==> config.mk <==
export PLATFORM = sky130hd
export DESIGN_NAME = websocket_frame_deframer_top
export DESIGN_NICKNAME = d
export VERILOG_FILES = /design/src/wsd_pkg.sv /design/src/wsd_parser.sv /design/src/wsd_queue.sv /design/src/wsd_emit.sv /design/src/websocket_frame_deframer_top.sv
export SDC_FILE = /design/constraint.sdc
export NUM_CORES = 1
export LEC_CHECK = 0
export BUFFER_PORTS_ARGS = -buffer_cell sky130_fd_sc_hd__buf_2
export CAP_MARGIN = 10
export CORE_MARGIN = 3
export CORE_UTILIZATION = 45
export CTS_BUF_LIST = sky130_fd_sc_hd__clkbuf_8
export DETAILED_ROUTE_END_ITERATION = 8
export GPL_TIMING_DRIVEN = 0
export PLACE_DENSITY_LB_ADDON = 0.15
export SYNTH_ARGS = -nofsm -noshare
export SYNTH_HDL_FRONTEND = slang
export SYNTH_HIERARCHICAL = 1
export SYNTH_SLANG_ARGS = --single-unit
==> constraint.sdc <==
create_clock -name clock -period 11.02 [get_ports clock]
set_input_delay 1.102 -clock clock [delete_from_list [all_inputs] [get_ports clock]]
set_output_delay 1.102 -clock clock [all_outputs]
set_load 0.02 [all_outputs]
==> src/wsd_pkg.sv <==
package wsd_pkg;

   // Width of the payload length counter; longer lengths saturate
   localparam int LENGTH_BITS = 64;

   // Result queue between parser and output stage
   localparam int QUEUE_DEPTH = 4;
   localparam int QUEUE_PTR_BITS = $clog2(QUEUE_DEPTH);
   localparam int QUEUE_CNT_BITS = $clog2(QUEUE_DEPTH + 1);

   // Frame opcodes
   localparam logic [3:0] OP_CONT  = 4'd0;
   localparam logic [3:0] OP_TEXT  = 4'd1;
   localparam logic [3:0] OP_BIN   = 4'd2;
   localparam logic [3:0] OP_CLOSE = 4'd8;
   localparam logic [3:0] OP_PING  = 4'd9;
   localparam logic [3:0] OP_PONG  = 4'd10;

   // Seven-bit length codes that announce an extended length
   localparam logic [6:0] LEN_EXT16 = 7'd126;
   localparam logic [6:0] LEN_EXT64 = 7'd127;

   // Extended length bytes still to come after the first one
   localparam logic [2:0] EXT16_LEFT = 3'd1;
   localparam logic [2:0] EXT64_LEFT = 3'd7;

   // Last mask key byte position
   localparam logic [1:0] KEY_LAST = 2'd3;

   // Message types
   localparam logic [1:0] TYPE_UNKNOWN = 2'd0;
   localparam logic [1:0] TYPE_TEXT    = 2'd1;
   localparam logic [1:0] TYPE_BINARY  = 2'd2;

   typedef enum logic [1:0] {
      EV_DATA    = 2'd0,
      EV_DISCARD = 2'd1,
      EV_CLOSE   = 2'd2,
      EV_HALT    = 2'd3
   } event_type;

   // One queued result: raw byte and key byte are combined in the back end
   typedef struct packed {
      event_type  ev;
      logic [7:0] raw_byte;
      logic [7:0] key_byte;
      logic [1:0] msg_type;
      logic       msg_end;
   } entry_type;

endpackage

==> src/wsd_parser.sv <==
module wsd_parser (
   input  logic               clock,
   input  logic               reset,
   input  logic               accept,
   input  logic [7:0]         rx_byte,
   output logic               push,
   output wsd_pkg::entry_type push_entry
);

   typedef enum logic [6:0] {
      PH_HDR0   = 7'b0000001,
      PH_HDR1   = 7'b0000010,
      PH_EXTLEN = 7'b0000100,
      PH_KEY    = 7'b0001000,
      PH_DATA   = 7'b0010000,
      PH_HALT   = 7'b0100000,
      PH_CLOSED = 7'b1000000
   } phase_type;

   localparam int LB = wsd_pkg::LENGTH_BITS;

   phase_type       phase_ff, phase_in;
   logic            final_ff, final_in;
   logic [3:0]      opcode_ff, opcode_in;
   logic            masked_ff, masked_in;
   logic [3:0]      opening_ff, opening_in;
   logic [2:0]      len_left_ff, len_left_in;
   logic [LB-1:0]   remain_ff, remain_in;
   logic [31:0]     key_ff, key_in;
   logic [1:0]      index_ff, index_in;

   logic            hdr_done;
   logic [6:0]      len7;
   logic [LB-1:0]   remain_dec;
   logic            last;
   logic [7:0]      key_byte;
   logic [3:0]      type_op;
   logic [1:0]      cur_type;

   // Current key byte, most significant byte first
   assign key_byte   = masked_ff ? key_ff[{~index_ff, 3'b000} +: 8] : 8'd0;
   assign remain_dec = remain_ff - {{(LB-1){1'b0}}, 1'b1};
   assign last       = (remain_dec == '0);
   assign len7       = rx_byte[6:0];

   // Map the effective opcode to a message type
   always_comb begin
      type_op = (opcode_ff == wsd_pkg::OP_CONT) ? opening_ff : opcode_ff;
      case (type_op)
         wsd_pkg::OP_TEXT: cur_type = wsd_pkg::TYPE_TEXT;
         wsd_pkg::OP_BIN:  cur_type = wsd_pkg::TYPE_BINARY;
         default:          cur_type = wsd_pkg::TYPE_UNKNOWN;
      endcase
   end

   // Advance the frame state by one byte
   always_comb begin
      phase_in    = phase_ff;
      final_in    = final_ff;
      opcode_in   = opcode_ff;
      masked_in   = masked_ff;
      opening_in  = opening_ff;
      len_left_in = len_left_ff;
      remain_in   = remain_ff;
      key_in      = key_ff;
      index_in    = index_ff;
      hdr_done    = 1'b0;
      push        = 1'b0;
      push_entry  = '0;

      if (accept) begin
         case (phase_ff)
            PH_HALT, PH_CLOSED: begin
               // drop everything until reset
            end
            PH_HDR1: begin
               masked_in = rx_byte[7];
               key_in    = '0;
               index_in  = '0;
               remain_in = '0;
               if (len7 == wsd_pkg::LEN_EXT16 || len7 == wsd_pkg::LEN_EXT64) begin
                  len_left_in = (len7 == wsd_pkg::LEN_EXT16) ? wsd_pkg::EXT16_LEFT
                                                             : wsd_pkg::EXT64_LEFT;
                  phase_in    = PH_EXTLEN;
               end else begin
                  remain_in = {{(LB-7){1'b0}}, len7};
                  if (rx_byte[7]) begin
                     phase_in = PH_KEY;
                  end else begin
                     hdr_done = 1'b1;
                  end
               end
            end
            PH_EXTLEN: begin
               // Shift in one length byte, saturating at the counter range
               if (remain_ff[LB-1 -: 8] != 8'd0) begin
                  remain_in = '1;
               end else begin
                  remain_in = {remain_ff[LB-9:0], rx_byte};
               end
               if (len_left_ff != 3'd0) begin
                  len_left_in = len_left_ff - 3'd1;
               end else if (masked_ff) begin
                  phase_in = PH_KEY;
               end else begin
                  hdr_done = 1'b1;
               end
            end
            PH_KEY: begin
               key_in = {key_ff[23:0], rx_byte};
               if (index_ff != wsd_pkg::KEY_LAST) begin
                  index_in = index_ff + 2'd1;
               end else begin
                  index_in = '0;
                  hdr_done = 1'b1;
               end
            end
            PH_DATA: begin
               index_in  = index_ff + 2'd1;
               remain_in = remain_dec;
               if (opcode_ff == wsd_pkg::OP_CLOSE) begin
                  if (last) begin
                     phase_in      = PH_CLOSED;
                     push          = 1'b1;
                     push_entry.ev = wsd_pkg::EV_CLOSE;
                  end
               end else begin
                  push                = 1'b1;
                  push_entry.ev       = wsd_pkg::EV_DATA;
                  push_entry.raw_byte = rx_byte;
                  push_entry.key_byte = key_byte;
                  push_entry.msg_type = cur_type;
                  push_entry.msg_end  = last & final_ff;
                  if (last) begin
                     phase_in = PH_HDR0;
                     if (final_ff) begin
                        opening_in = wsd_pkg::OP_CONT;
                     end
                  end
               end
            end
            default: begin
               // First header byte
               final_in  = rx_byte[7];
               opcode_in = rx_byte[3:0];
               if (rx_byte[3:0] == wsd_pkg::OP_PING || rx_byte[3:0] == wsd_pkg::OP_PONG) begin
                  phase_in      = PH_HALT;
                  push          = 1'b1;
                  push_entry.ev = wsd_pkg::EV_HALT;
               end else begin
                  if (!rx_byte[7] && rx_byte[3:0] != wsd_pkg::OP_CONT
                      && rx_byte[3:0] != wsd_pkg::OP_CLOSE) begin
                     opening_in = rx_byte[3:0];
                  end
                  phase_in = PH_HDR1;
               end
            end
         endcase

         // Header complete: enter payload or close out an empty frame
         if (hdr_done) begin
            if (remain_in != '0) begin
               phase_in = PH_DATA;
            end else if (opcode_ff == wsd_pkg::OP_CLOSE) begin
               phase_in      = PH_CLOSED;
               push          = 1'b1;
               push_entry.ev = wsd_pkg::EV_CLOSE;
            end else begin
               phase_in = PH_HDR0;
               if (final_ff) begin
                  opening_in    = wsd_pkg::OP_CONT;
                  push          = 1'b1;
                  push_entry.ev = wsd_pkg::EV_DISCARD;
               end
            end
         end
      end
   end

   // Hold frame state
   always_ff @(posedge clock) begin
      if (reset) begin
         phase_ff    <= PH_HDR0;
         final_ff    <= 1'b0;
         opcode_ff   <= '0;
         masked_ff   <= 1'b0;
         opening_ff  <= '0;
         len_left_ff <= '0;
         remain_ff   <= '0;
         key_ff      <= '0;
         index_ff    <= '0;
      end else begin
         phase_ff    <= phase_in;
         final_ff    <= final_in;
         opcode_ff   <= opcode_in;
         masked_ff   <= masked_in;
         opening_ff  <= opening_in;
         len_left_ff <= len_left_in;
         remain_ff   <= remain_in;
         key_ff      <= key_in;
         index_ff    <= index_in;
      end
   end

endmodule

==> src/wsd_queue.sv <==
module wsd_queue (
   input  logic               clock,
   input  logic               reset,
   input  logic               push,
   input  wsd_pkg::entry_type push_entry,
   input  logic               pop,
   output logic               full,
   output logic               not_empty,
   output wsd_pkg::entry_type head
);

   localparam int PB = wsd_pkg::QUEUE_PTR_BITS;
   localparam int CB = wsd_pkg::QUEUE_CNT_BITS;

   wsd_pkg::entry_type store_ff [wsd_pkg::QUEUE_DEPTH];
   logic [PB-1:0]      wr_ptr_ff, wr_ptr_in;
   logic [PB-1:0]      rd_ptr_ff, rd_ptr_in;
   logic [CB-1:0]      count_ff, count_in;
   logic               do_push, do_pop;

   assign full      = (count_ff == CB'(wsd_pkg::QUEUE_DEPTH));
   assign not_empty = (count_ff != '0);
   assign head      = store_ff[rd_ptr_ff];
   assign do_push   = push & ~full;
   assign do_pop    = pop & not_empty;

   // Advance pointers and fill count
   always_comb begin
      wr_ptr_in = wr_ptr_ff;
      rd_ptr_in = rd_ptr_ff;
      count_in  = count_ff;
      if (do_push) begin
         wr_ptr_in = (wr_ptr_ff == PB'(wsd_pkg::QUEUE_DEPTH - 1)) ? '0 : wr_ptr_ff + 1'b1;
      end
      if (do_pop) begin
         rd_ptr_in = (rd_ptr_ff == PB'(wsd_pkg::QUEUE_DEPTH - 1)) ? '0 : rd_ptr_ff + 1'b1;
      end
      if (do_push && !do_pop) begin
         count_in = count_ff + 1'b1;
      end else if (do_pop && !do_push) begin
         count_in = count_ff - 1'b1;
      end
   end

   always_ff @(posedge clock) begin
      if (reset) begin
         wr_ptr_ff <= '0;
         rd_ptr_ff <= '0;
         count_ff  <= '0;
      end else begin
         wr_ptr_ff <= wr_ptr_in;
         rd_ptr_ff <= rd_ptr_in;
         count_ff  <= count_in;
      end
   end

   // Write item storage
   always_ff @(posedge clock) begin
      if (do_push) begin
         store_ff[wr_ptr_ff] <= push_entry;
      end
   end

endmodule

==> src/wsd_emit.sv <==
module wsd_emit (
   input  logic               clock,
   input  logic               reset,
   input  logic               head_valid,
   input  wsd_pkg::entry_type head,
   output logic               pop,
   output logic               rsp_valid,
   input  logic               rsp_stall,
   output logic [1:0]         rsp_event_res,
   output logic [7:0]         rsp_data_byte,
   output logic [1:0]         rsp_message_type,
   output logic               rsp_message_end
);

   logic       valid_ff;
   logic [1:0] event_ff;
   logic [7:0] data_ff;
   logic [1:0] type_ff;
   logic       end_ff;
   logic       load;

   // Take the next item whenever the output register is free or drains
   assign load = ~valid_ff | ~rsp_stall;
   assign pop  = load & head_valid;

   always_ff @(posedge clock) begin
      if (reset) begin
         valid_ff <= 1'b0;
      end else if (load) begin
         valid_ff <= head_valid;
      end
   end

   // Unmask payload into the output register
   always_ff @(posedge clock) begin
      if (pop) begin
         event_ff <= head.ev;
         data_ff  <= head.raw_byte ^ head.key_byte;
         type_ff  <= head.msg_type;
         end_ff   <= head.msg_end;
      end
   end

   assign rsp_valid        = valid_ff;
   assign rsp_event_res    = event_ff;
   assign rsp_data_byte    = data_ff;
   assign rsp_message_type = type_ff;
   assign rsp_message_end  = end_ff;

endmodule

==> src/websocket_frame_deframer_top.sv <==
// WebSocket receive deframer: one frame stream byte is taken per cycle on the req_ channel
// and causes zero or one item on the rsp_ channel (a payload byte already unmasked, a
// discard of an empty final frame, a close report, or a halt on ping/pong). The parser
// keeps up at one byte per cycle; a four-item queue and the output register sit between
// it and the rsp_ side, so req_stall rises only once that queue is full. Each result
// passes the queue and then the output register. After close or ping/pong the block
// swallows all further bytes until reset. Lengths beyond the 64-bit counter saturate.
module websocket_frame_deframer_top (
   input  logic       clock,
   input  logic       reset,
   input  logic       req_valid,
   output logic       req_stall,
   input  logic [7:0] req_rx_byte,
   output logic       rsp_valid,
   input  logic       rsp_stall,
   output logic [1:0] rsp_event_res,
   output logic [7:0] rsp_data_byte,
   output logic [1:0] rsp_message_type,
   output logic       rsp_message_end
);

   logic               accept;
   logic               push;
   wsd_pkg::entry_type push_entry;
   logic               full;
   logic               not_empty;
   logic               pop;
   wsd_pkg::entry_type head;

   assign req_stall = full;
   assign accept    = req_valid & ~full;

   wsd_parser u_parser (
      .clock      (clock),
      .reset      (reset),
      .accept     (accept),
      .rx_byte    (req_rx_byte),
      .push       (push),
      .push_entry (push_entry)
   );

   wsd_queue u_queue (
      .clock      (clock),
      .reset      (reset),
      .push       (push),
      .push_entry (push_entry),
      .pop        (pop),
      .full       (full),
      .not_empty  (not_empty),
      .head       (head)
   );

   wsd_emit u_emit (
      .clock            (clock),
      .reset            (reset),
      .head_valid       (not_empty),
      .head             (head),
      .pop              (pop),
      .rsp_valid        (rsp_valid),
      .rsp_stall        (rsp_stall),
      .rsp_event_res    (rsp_event_res),
      .rsp_data_byte    (rsp_data_byte),
      .rsp_message_type (rsp_message_type),
      .rsp_message_end  (rsp_message_end)
   );

endmodule

== Word-level counts from Yosys, hierarchy flattened ==
Memory sizes are Yosys's and may differ from the RTL's. A register that Yosys moved wholly into a read port is not among the register bits.
Index checks and enable logic that the tools add are counted.

* Bits in registers: 139
* Latch bits: 0
* Memory bits (writable): 84
* ROM bits: 0
* Input bits: 12
* Output and inout port bits: 15
* Logic and storage cells: 163
* Memories kept: 1

* $add $sub $neg: 7
* Multiply operators: 0
* Divide/modulo/power cells: 0
* Order comparisons: 0
* Eq/ne operators: 25
* Shift-type cells: 1
* Muxes and demuxes: 71
* Bitwise gates (word level): 12
* Reductions and logical operators: 29

{| class="wikitable"
|+ Memory list
! memory !! words !! width !! rd ports !! clocked after Yosys merged registers in !! wr ports !! RTL line !! RTL
|-
| u_queue.store_ff || 4 || 21 || 1 || 1 || 1 || wsd_queue.sv:15 || <nowiki>wsd_pkg::entry_type store_ff [wsd_pkg::QUEUE_DEPTH];</nowiki>
|}

{| class="wikitable"
|+ Operators with widths
! operator !! count
|-
| one-hot mux 64 bit (3 select lines) || 1
|-
| 2-to-1 mux 64 bit || 2
|-
| 2-to-1 mux 7 bit || 11
|-
| zero test 64 bit || 1
|-
| one-hot mux 32 bit (2 select lines) || 1
|-
| nonzero test 64 bit || 1
|-
| subtractor 64 x 1 -> 64 bit (second input constant) || 1
|-
| 2-to-1 mux 4 bit || 10
|-
| 2-to-1 mux 19 bit || 2
|-
| indexed part select 32 x 6 -> 8 bit || 1
|-
| one-hot mux 7 bit (4 select lines) || 1
|-
| 2-to-1 mux 2 bit || 12
|-
| equality test 7 bit (second input constant) || 3
|-
| 2-to-1 mux 21 bit || 1
|-
| 2-to-1 mux 1 bit || 16
|-
| 2-to-1 mux 3 bit || 5
|-
| equality test 4 bit (second input constant) || 3
|-
| nonzero test 3 bit || 3
|-
| 2-to-1 mux 8 bit || 1
|-
| one-hot mux 2 bit (2 select lines) || 2
|-
| one-hot mux 4 bit (2 select lines) || 1
|-
| AND reduction 2 bit || 4
|-
| nonzero test 8 bit || 1
|-
| XOR 8 bit || 1
|-
| other kinds (38) || 60
|}

== Longest topological paths before layout ==
* Depth in word-level cells: 15
* Mapped depth: 22
* Mapped depth without buffers: 20

== Cells and area by module ==
The synthesis kept the hierarchy.

{| class="wikitable"
|+ By module, submodules not included
! module !! times used !! cells an instance !! area each (um^2) !! sequential area each (um^2)
|-
| wsd_parser || 1 || 1354 || 9620.5 || 2362.3
|-
| wsd_queue || 1 || 159 || 3522.1 || 2702.6
|-
| wsd_emit || 1 || 25 || 496.7 || 410.4
|-
| websocket_frame_deframer_top || 1 || 1 || 13.8 || 0.0
|}

== Least setup slack after synthesis ==
Ideal clock, no wire load.

* Path kind: register to register
* Start: register u_parser.remain_ff[8]
* End: register u_queue.count_ff[2]
* Library setup time: 0.070 ns
* Arrival time: 5.654 ns
* Data required time: 10.950 ns
* Slack: 5.296 ns
* Cell stages (with the launch flop): 22
* Buffers on the path: 3
* Clock period less this slack: 5.724 ns
* Cell sequence: dfxtp_1 > buf_6 > or4_4 > or4_4 > buf_6 > or3_1 > buf_2 > or4_4 > a31oi_4 > and3_1 > nand4_1 > or4b_4 > a211o_1 > a21oi_1 > bufinv_8 > nor2_2 > ha_1 > inv_1 > fa_1 > xor2_1 > or3_1 > a21oi_1

* Longest elaborated chain between the ends: 14
* Elaborated cells on any way between the ends: 20
* Those cells by class: 1 x add/sub; 12 x mux; 1 x bitwise; 6 x reduce/logical

{| class="wikitable"
|+ Ends and longest elaborated chain
! item !! RTL line !! RTL
|-
| start: declaration || wsd_parser.sv:28 || <nowiki>logic [LB-1:0] remain_ff, remain_in;</nowiki>
|-
| start signal: assignment || wsd_parser.sv:199 || <nowiki>remain_ff <= remain_in;</nowiki>
|-
| subtractor 64 x 1 -> 64 bit || wsd_parser.sv:42 || <nowiki>assign remain_dec = remain_ff - {{(LB-1){1'b0}}, 1'b1};</nowiki>
|-
| zero test 64 bit || wsd_parser.sv:43 || <nowiki>assign last = (remain_dec == '0);</nowiki>
|-
| 2-to-1 mux 1 bit || wsd_parser.sv:122 || <nowiki>if (last) begin</nowiki>
|-
| 2-to-1 mux 1 bit || wsd_parser.sv:121 || <nowiki>if (opcode_ff == wsd_pkg::OP_CLOSE) begin</nowiki>
|-
| one-hot mux 1 bit (2 select lines) || wsd_parser.sv:72 || <nowiki>case (phase_ff)</nowiki>
|-
| 2-to-1 mux 1 bit || wsd_parser.sv:170 || <nowiki>if (final_ff) begin</nowiki>
|-
| 2-to-1 mux 1 bit || wsd_parser.sv:164 || <nowiki>end else if (opcode_ff == wsd_pkg::OP_CLOSE) begin</nowiki>
|-
| 2-to-1 mux 1 bit || wsd_parser.sv:162 || <nowiki>if (remain_in != '0) begin</nowiki>
|-
| 2-to-1 mux 1 bit * || wsd_parser.sv:161 || <nowiki>if (hdr_done) begin</nowiki>
|-
| 2-to-1 mux 1 bit * || wsd_parser.sv:71 || <nowiki>if (accept) begin</nowiki>
|-
| net push || websocket_frame_deframer_top.sv:23 || <nowiki>logic push;</nowiki>
|-
| AND 1 bit * || wsd_queue.sv:24 || <nowiki>assign do_push = push & ~full;</nowiki>
|-
| net u_queue.do_push || wsd_queue.sv:19 || <nowiki>logic do_push, do_pop;</nowiki>
|-
| zero test 1 bit || wsd_queue.sv:40 || <nowiki>end else if (do_pop && !do_push) begin</nowiki>
|-
| logical AND 1 bit || wsd_queue.sv:40 ||
|-
| nonzero test 2 bit (no line) || n/a ||
|-
| end signal: assignment || wsd_queue.sv:53 || <nowiki>count_ff <= count_in;</nowiki>
|-
| end: declaration || wsd_queue.sv:18 || <nowiki>logic [CB-1:0] count_ff, count_in;</nowiki>
|}

Mark *: on every way through the listed nets, which the timed path passes. The rest lies on a longest branch. The select of a mux whose other input is x is not followed.
A chain may end at the register's enable or synchronous reset.

== Worst setup path in the final report ==
* Start: register u_parser.phase_ff[1]
* End: register u_queue.count_ff[2]

* Longest elaborated chain between the ends: 12
* Elaborated cells on any way between the ends: 24
* Those cells by class: 6 x eq/ne; 11 x mux; 1 x bitwise; 6 x reduce/logical

{| class="wikitable"
|+ Ends and longest elaborated chain
! item !! RTL line !! RTL
|-
| start: declaration || wsd_parser.sv:22 || <nowiki>phase_type phase_ff, phase_in;</nowiki>
|-
| start signal: assignment || wsd_parser.sv:193 || <nowiki>phase_ff <= phase_in;</nowiki>
|-
| branches (longest 6 deep; another with one-hot mux 64 bit (3 select lines)) || n/a ||
|-
| 2-to-1 mux 1 bit * || wsd_parser.sv:161 ||
|-
| 2-to-1 mux 1 bit * || wsd_parser.sv:71 ||
|-
| net push || websocket_frame_deframer_top.sv:23 ||
|-
| AND 1 bit * || wsd_queue.sv:24 ||
|-
| net u_queue.do_push || wsd_queue.sv:19 ||
|-
| zero test 1 bit || wsd_queue.sv:40 ||
|-
| logical AND 1 bit || wsd_queue.sv:40 ||
|-
| nonzero test 2 bit (no line) || n/a ||
|}

Mark *: on every way through the listed nets, which the timed path passes. The select of a mux whose other input is x is not followed.

==> out/results.ini <==
[global_routing]
grt.overflow.total = 0
grt_max_degree = 22
grt_usage = 0.3831
grt_pass1_vias = 13675
grt_pass1_wl_mm = 93.34
antenna_found_initial = 7

[detailed_routing]
ant_nets = 0
vias_per_cell = 7.026
initialDrtViolationCount = 2082
wl_per_cell_um = 31.91
via_count = 14256
drtPass1Iterations = 6
drc = 0
wl_mm = 64.74

[place]
numPortBuffers = 24
place_worst_setup_slack_ns = 3.645
dp.final_hpwl_mm = 47.90
dp_cells = 1955
gp_congestion = 1.084
place_area_um2 = 14280

[timing]
rsz0062_at_grt = no
slew_headroom = 0.1548
setup_viol = 0
finalCriticalPeriod_ns = 7.947
setup_ws_ns = 3.073
skew_ns = 0.04979
max_freq_ghz = 0.1258
worst_pin_slew_ns = 1.256
fin_crit_sh = 0.7211
tns_ns = 0
holdWs_ns = 0.4882
hold_viol = 0
drv_slew = 0

[worst_setup_path]
max_stage_delay_ns = 0.83
critPathBufInv = 6
crit_arrival_ns = 8.40
crit_type = flip-flop to flip-flop
crit_path_start_kind = flip-flop
cp_top_family = buffers and inverters
crit_path_end_kind = flip-flop
crit_slowest_cell = clkbuf_1
crit_fanout = 10
critPathRequiredTime_ns = 11.48
path_cells = clkbuf_1, nor3b_2, nand2_1, clkbuf_1, buf_1, clkbuf_1, a21oi_1, nor4b_1, nand3_1, nor4_1, nand4_1, a211o_1, a21oi_1, bufinv_8, nor2_2, ha_1, inv_1, fa_1, xor2_1, or3_1, a21oi_1

[cts]
cts.path.max_buffers = 3
cts_root_buf = clkbuf_8
cts_hold_buf = 0
insertion_delay_ns = 0.57
post-cts-setup-buffers = 0
cts_tree = done
postCtsResizedCells = 0
clkSinkCount = 225
cts_buffers = 40
path_clk_slew_ns = 0.06
cts_max_level = 2

[final_layout]
drive_gt1_frac = 0.09646
final_cell_count_no_fill = 2029
fin_nets = 1631
area_growth_pct = 11.19
final_area_um2 = 15180

[hold_path]
hold_path.class = flip-flop to flip-flop

[yosys]
synth_cell_types = 89
synth_area_um2 = 13650
netlist_instances = 1539
async_reset_ff_frac = 0
yosys_warnings = 6
synth-seq-cells = 225
syn-num-nets = 1563
synth_ff_type = dfxtp_1
avgSynthCellArea_um2 = 8.871
synth-edff-count = 97
ys_seq_area_frac = 0.4010

[pwr]
power_density_nw_per_um2 = 197.0
p_leak_nw = 5.133
peakVddDrop_v = 0.00009462

[die]
core.rowCount = 63
design.core.area_um2 = 29800
dieWidth_um = 180.2
die-area_um2 = 32470
die_height_um = 180.2
start_util = 0.4582
pin_count = 27

[status]
outcome = finished, final reports clean

[flow_run]
drv_cap = 0

metal layers:
layer  global-route usage  up-vias  part of all wire
li1                     -     6066                 -
met1               0.4774     6822              0.37
met2               0.5888     1030              0.44
met3              0.09184      334              0.11
met4               0.2622        4             0.083
met5                    0        -           0.00042
synthesized netlist by cell type (7+ instances only):
master / count / area, µm²
ha_1: 11 / 137.6
mux2i_1: 11 / 110.1
nor4_1: 66 / 412.9
nand2_1: 78 / 292.8
xnor2_1: 21 / 183.9
nor2_1: 177 / 664.4
mux4_2: 29 / 653.1
a211oi_1: 47 / 352.8
inv_1: 18 / 67.56
o311a_1: 7 / 70.07
o31ai_1: 13 / 97.59
o21a_1: 7 / 52.55
xor2_1: 20 / 175.2
o21ai_0: 101 / 505.5
or4_1: 35 / 262.8
a22oi_1: 38 / 285.3
edfxtp_1: 97 / 2913
and3_1: 31 / 193.9
dfxtp_1: 128 / 2562
a21oi_1: 58 / 290.3
or2_2: 10 / 62.56
o211ai_1: 13 / 97.59
and2_1: 9 / 56.30
clkbuf_1: 137 / 514.2
nor2b_1: 9 / 56.30
a31oi_1: 10 / 62.56
nor3_1: 63 / 315.3
nand3_1: 47 / 235.2
and4_1: 9 / 78.83
nand4_1: 43 / 269.0
o2bb2ai_1: 7 / 61.31
nand3b_1: 10 / 75.07
a21o_1: 9 / 67.56
or3_1: 40 / 250.2
nor4b_1: 9 / 78.83
metrics by stage:
stage	power [mW]	utilization
floorplan	1.664	-
global placement	2.074	0.4786
detailed placement	2.078	0.4793
CTS	2.950	0.5094
global route	3.086	0.5094
finish	2.990	0.5095
kinds of logic (layout without fill, tap and decap cells):
family                     count (synthesis)  in the layout  share of synthesized area
muxes                                     42             42                    0.05755
xor gates and xnor gates                  41             41                    0.02630
other                                      0              1                          0
buffers and inverters                    169            268                    0.05013
and+or+nand+nor                          674            674                     0.2670
adders and majority gates                 13             13                    0.01228
DFF                                      225            225                     0.4010
AOI/OAI and AO/OA                        375            375                     0.1857
registers in the layout, indices dropped and copies added, names as in the netlist, 2 cells and up, named ones only:
| register | count |
|---|---|
| u_queue/store_ff | 84 |
| u_parser/remain_ff | 64 |
| u_parser/key_ff | 32 |
| u_emit/rsp_data_byte | 8 |
| u_parser/phase_ff | 7 |
| u_parser/opcode_ff | 4 |
| u_parser/opening_ff | 4 |
| u_parser/len_left_ff | 3 |
| u_queue/count_ff | 3 |
| u_emit/rsp_event_res | 2 |
| u_emit/rsp_message_type | 2 |
| u_parser/index_ff | 2 |
| u_queue/rd_ptr_ff | 2 |
| u_queue/wr_ptr_ff | 2 |
worst register-to-register path: cells and delay by family (launching register included):
kind	cells	cell delay (ns)
adders and majority gates	2	0.58
buffers and inverters	6	2.98
AOI/OAI and AO/OA	4	1.12
and+or+nand+nor	8	2.68
DFF	1	0.30
xor gates and xnor gates	1	0.18
area by class of cell:
type	count	area, µm²
tap	390	488.0
fill	2828	14620
multi-input combinational	1145	7502
clock inverter	23	207.7
clock buffer	50	688.2
antenna	1	2.502
buffer	149	590.6
inverter	20	93.84
sequential	225	5475
timing repair buffer	26	132.6
path summary, 6_finish.rpt:
check	cells after the start	to	slack, ns	start
worst max-delay path	21	u_queue/count_ff[2]	3.07	u_parser/phase_ff[1]
worst min-delay path	2	flip-flop	0.49	u_queue/rd_ptr_ff[0]
worst max register to register	21	u_queue/count_ff[2]	3.07	u_parser/phase_ff[1]
worst min register to register	2	flip-flop	0.49	u_queue/rd_ptr_ff[0]
where the power goes:
group	internal (mW)	leakage [nW]	switching, mW
sequential	0.949	1.91	0.0508
clock	0.505	0.484	0.364
combinational	0.313	2.74	0.808
total	1.77	5.13	1.22
placed cells by master (no fill, tap or decap), drive strengths merged, types with 7 or more instances in the layout:
master   Yosys  routed
a22oi       38      38
or4         38      38
nand3b      10      10
nand4       43      43
o211ai      13      13
dfxtp      128     128
or3         40      40
and2         9       9
a21o         9       9
clkbuf     137     187
xnor2       21      21
o2bb2ai      7       7
a21oi       58      58
edfxtp      97      97
nand3       47      47
and3        31      31
nor4b        9       9
o21a         7       7
clkinv       1      12
buf         12      38
ha          11      11
or2         11      11
mux2i       11      11
a31oi       11      11
inv         18      25
xor2        20      20
nand2       78      78
nor2b       10      10
nor4        67      67
nor3        64      64
a211oi      47      47
o311a        7       7
o21ai      102     102
and4         9       9
nor2       178     178
mux4        29      29
o31ai       15      15
No activity file was read; power rests on OpenSTA's default activity.
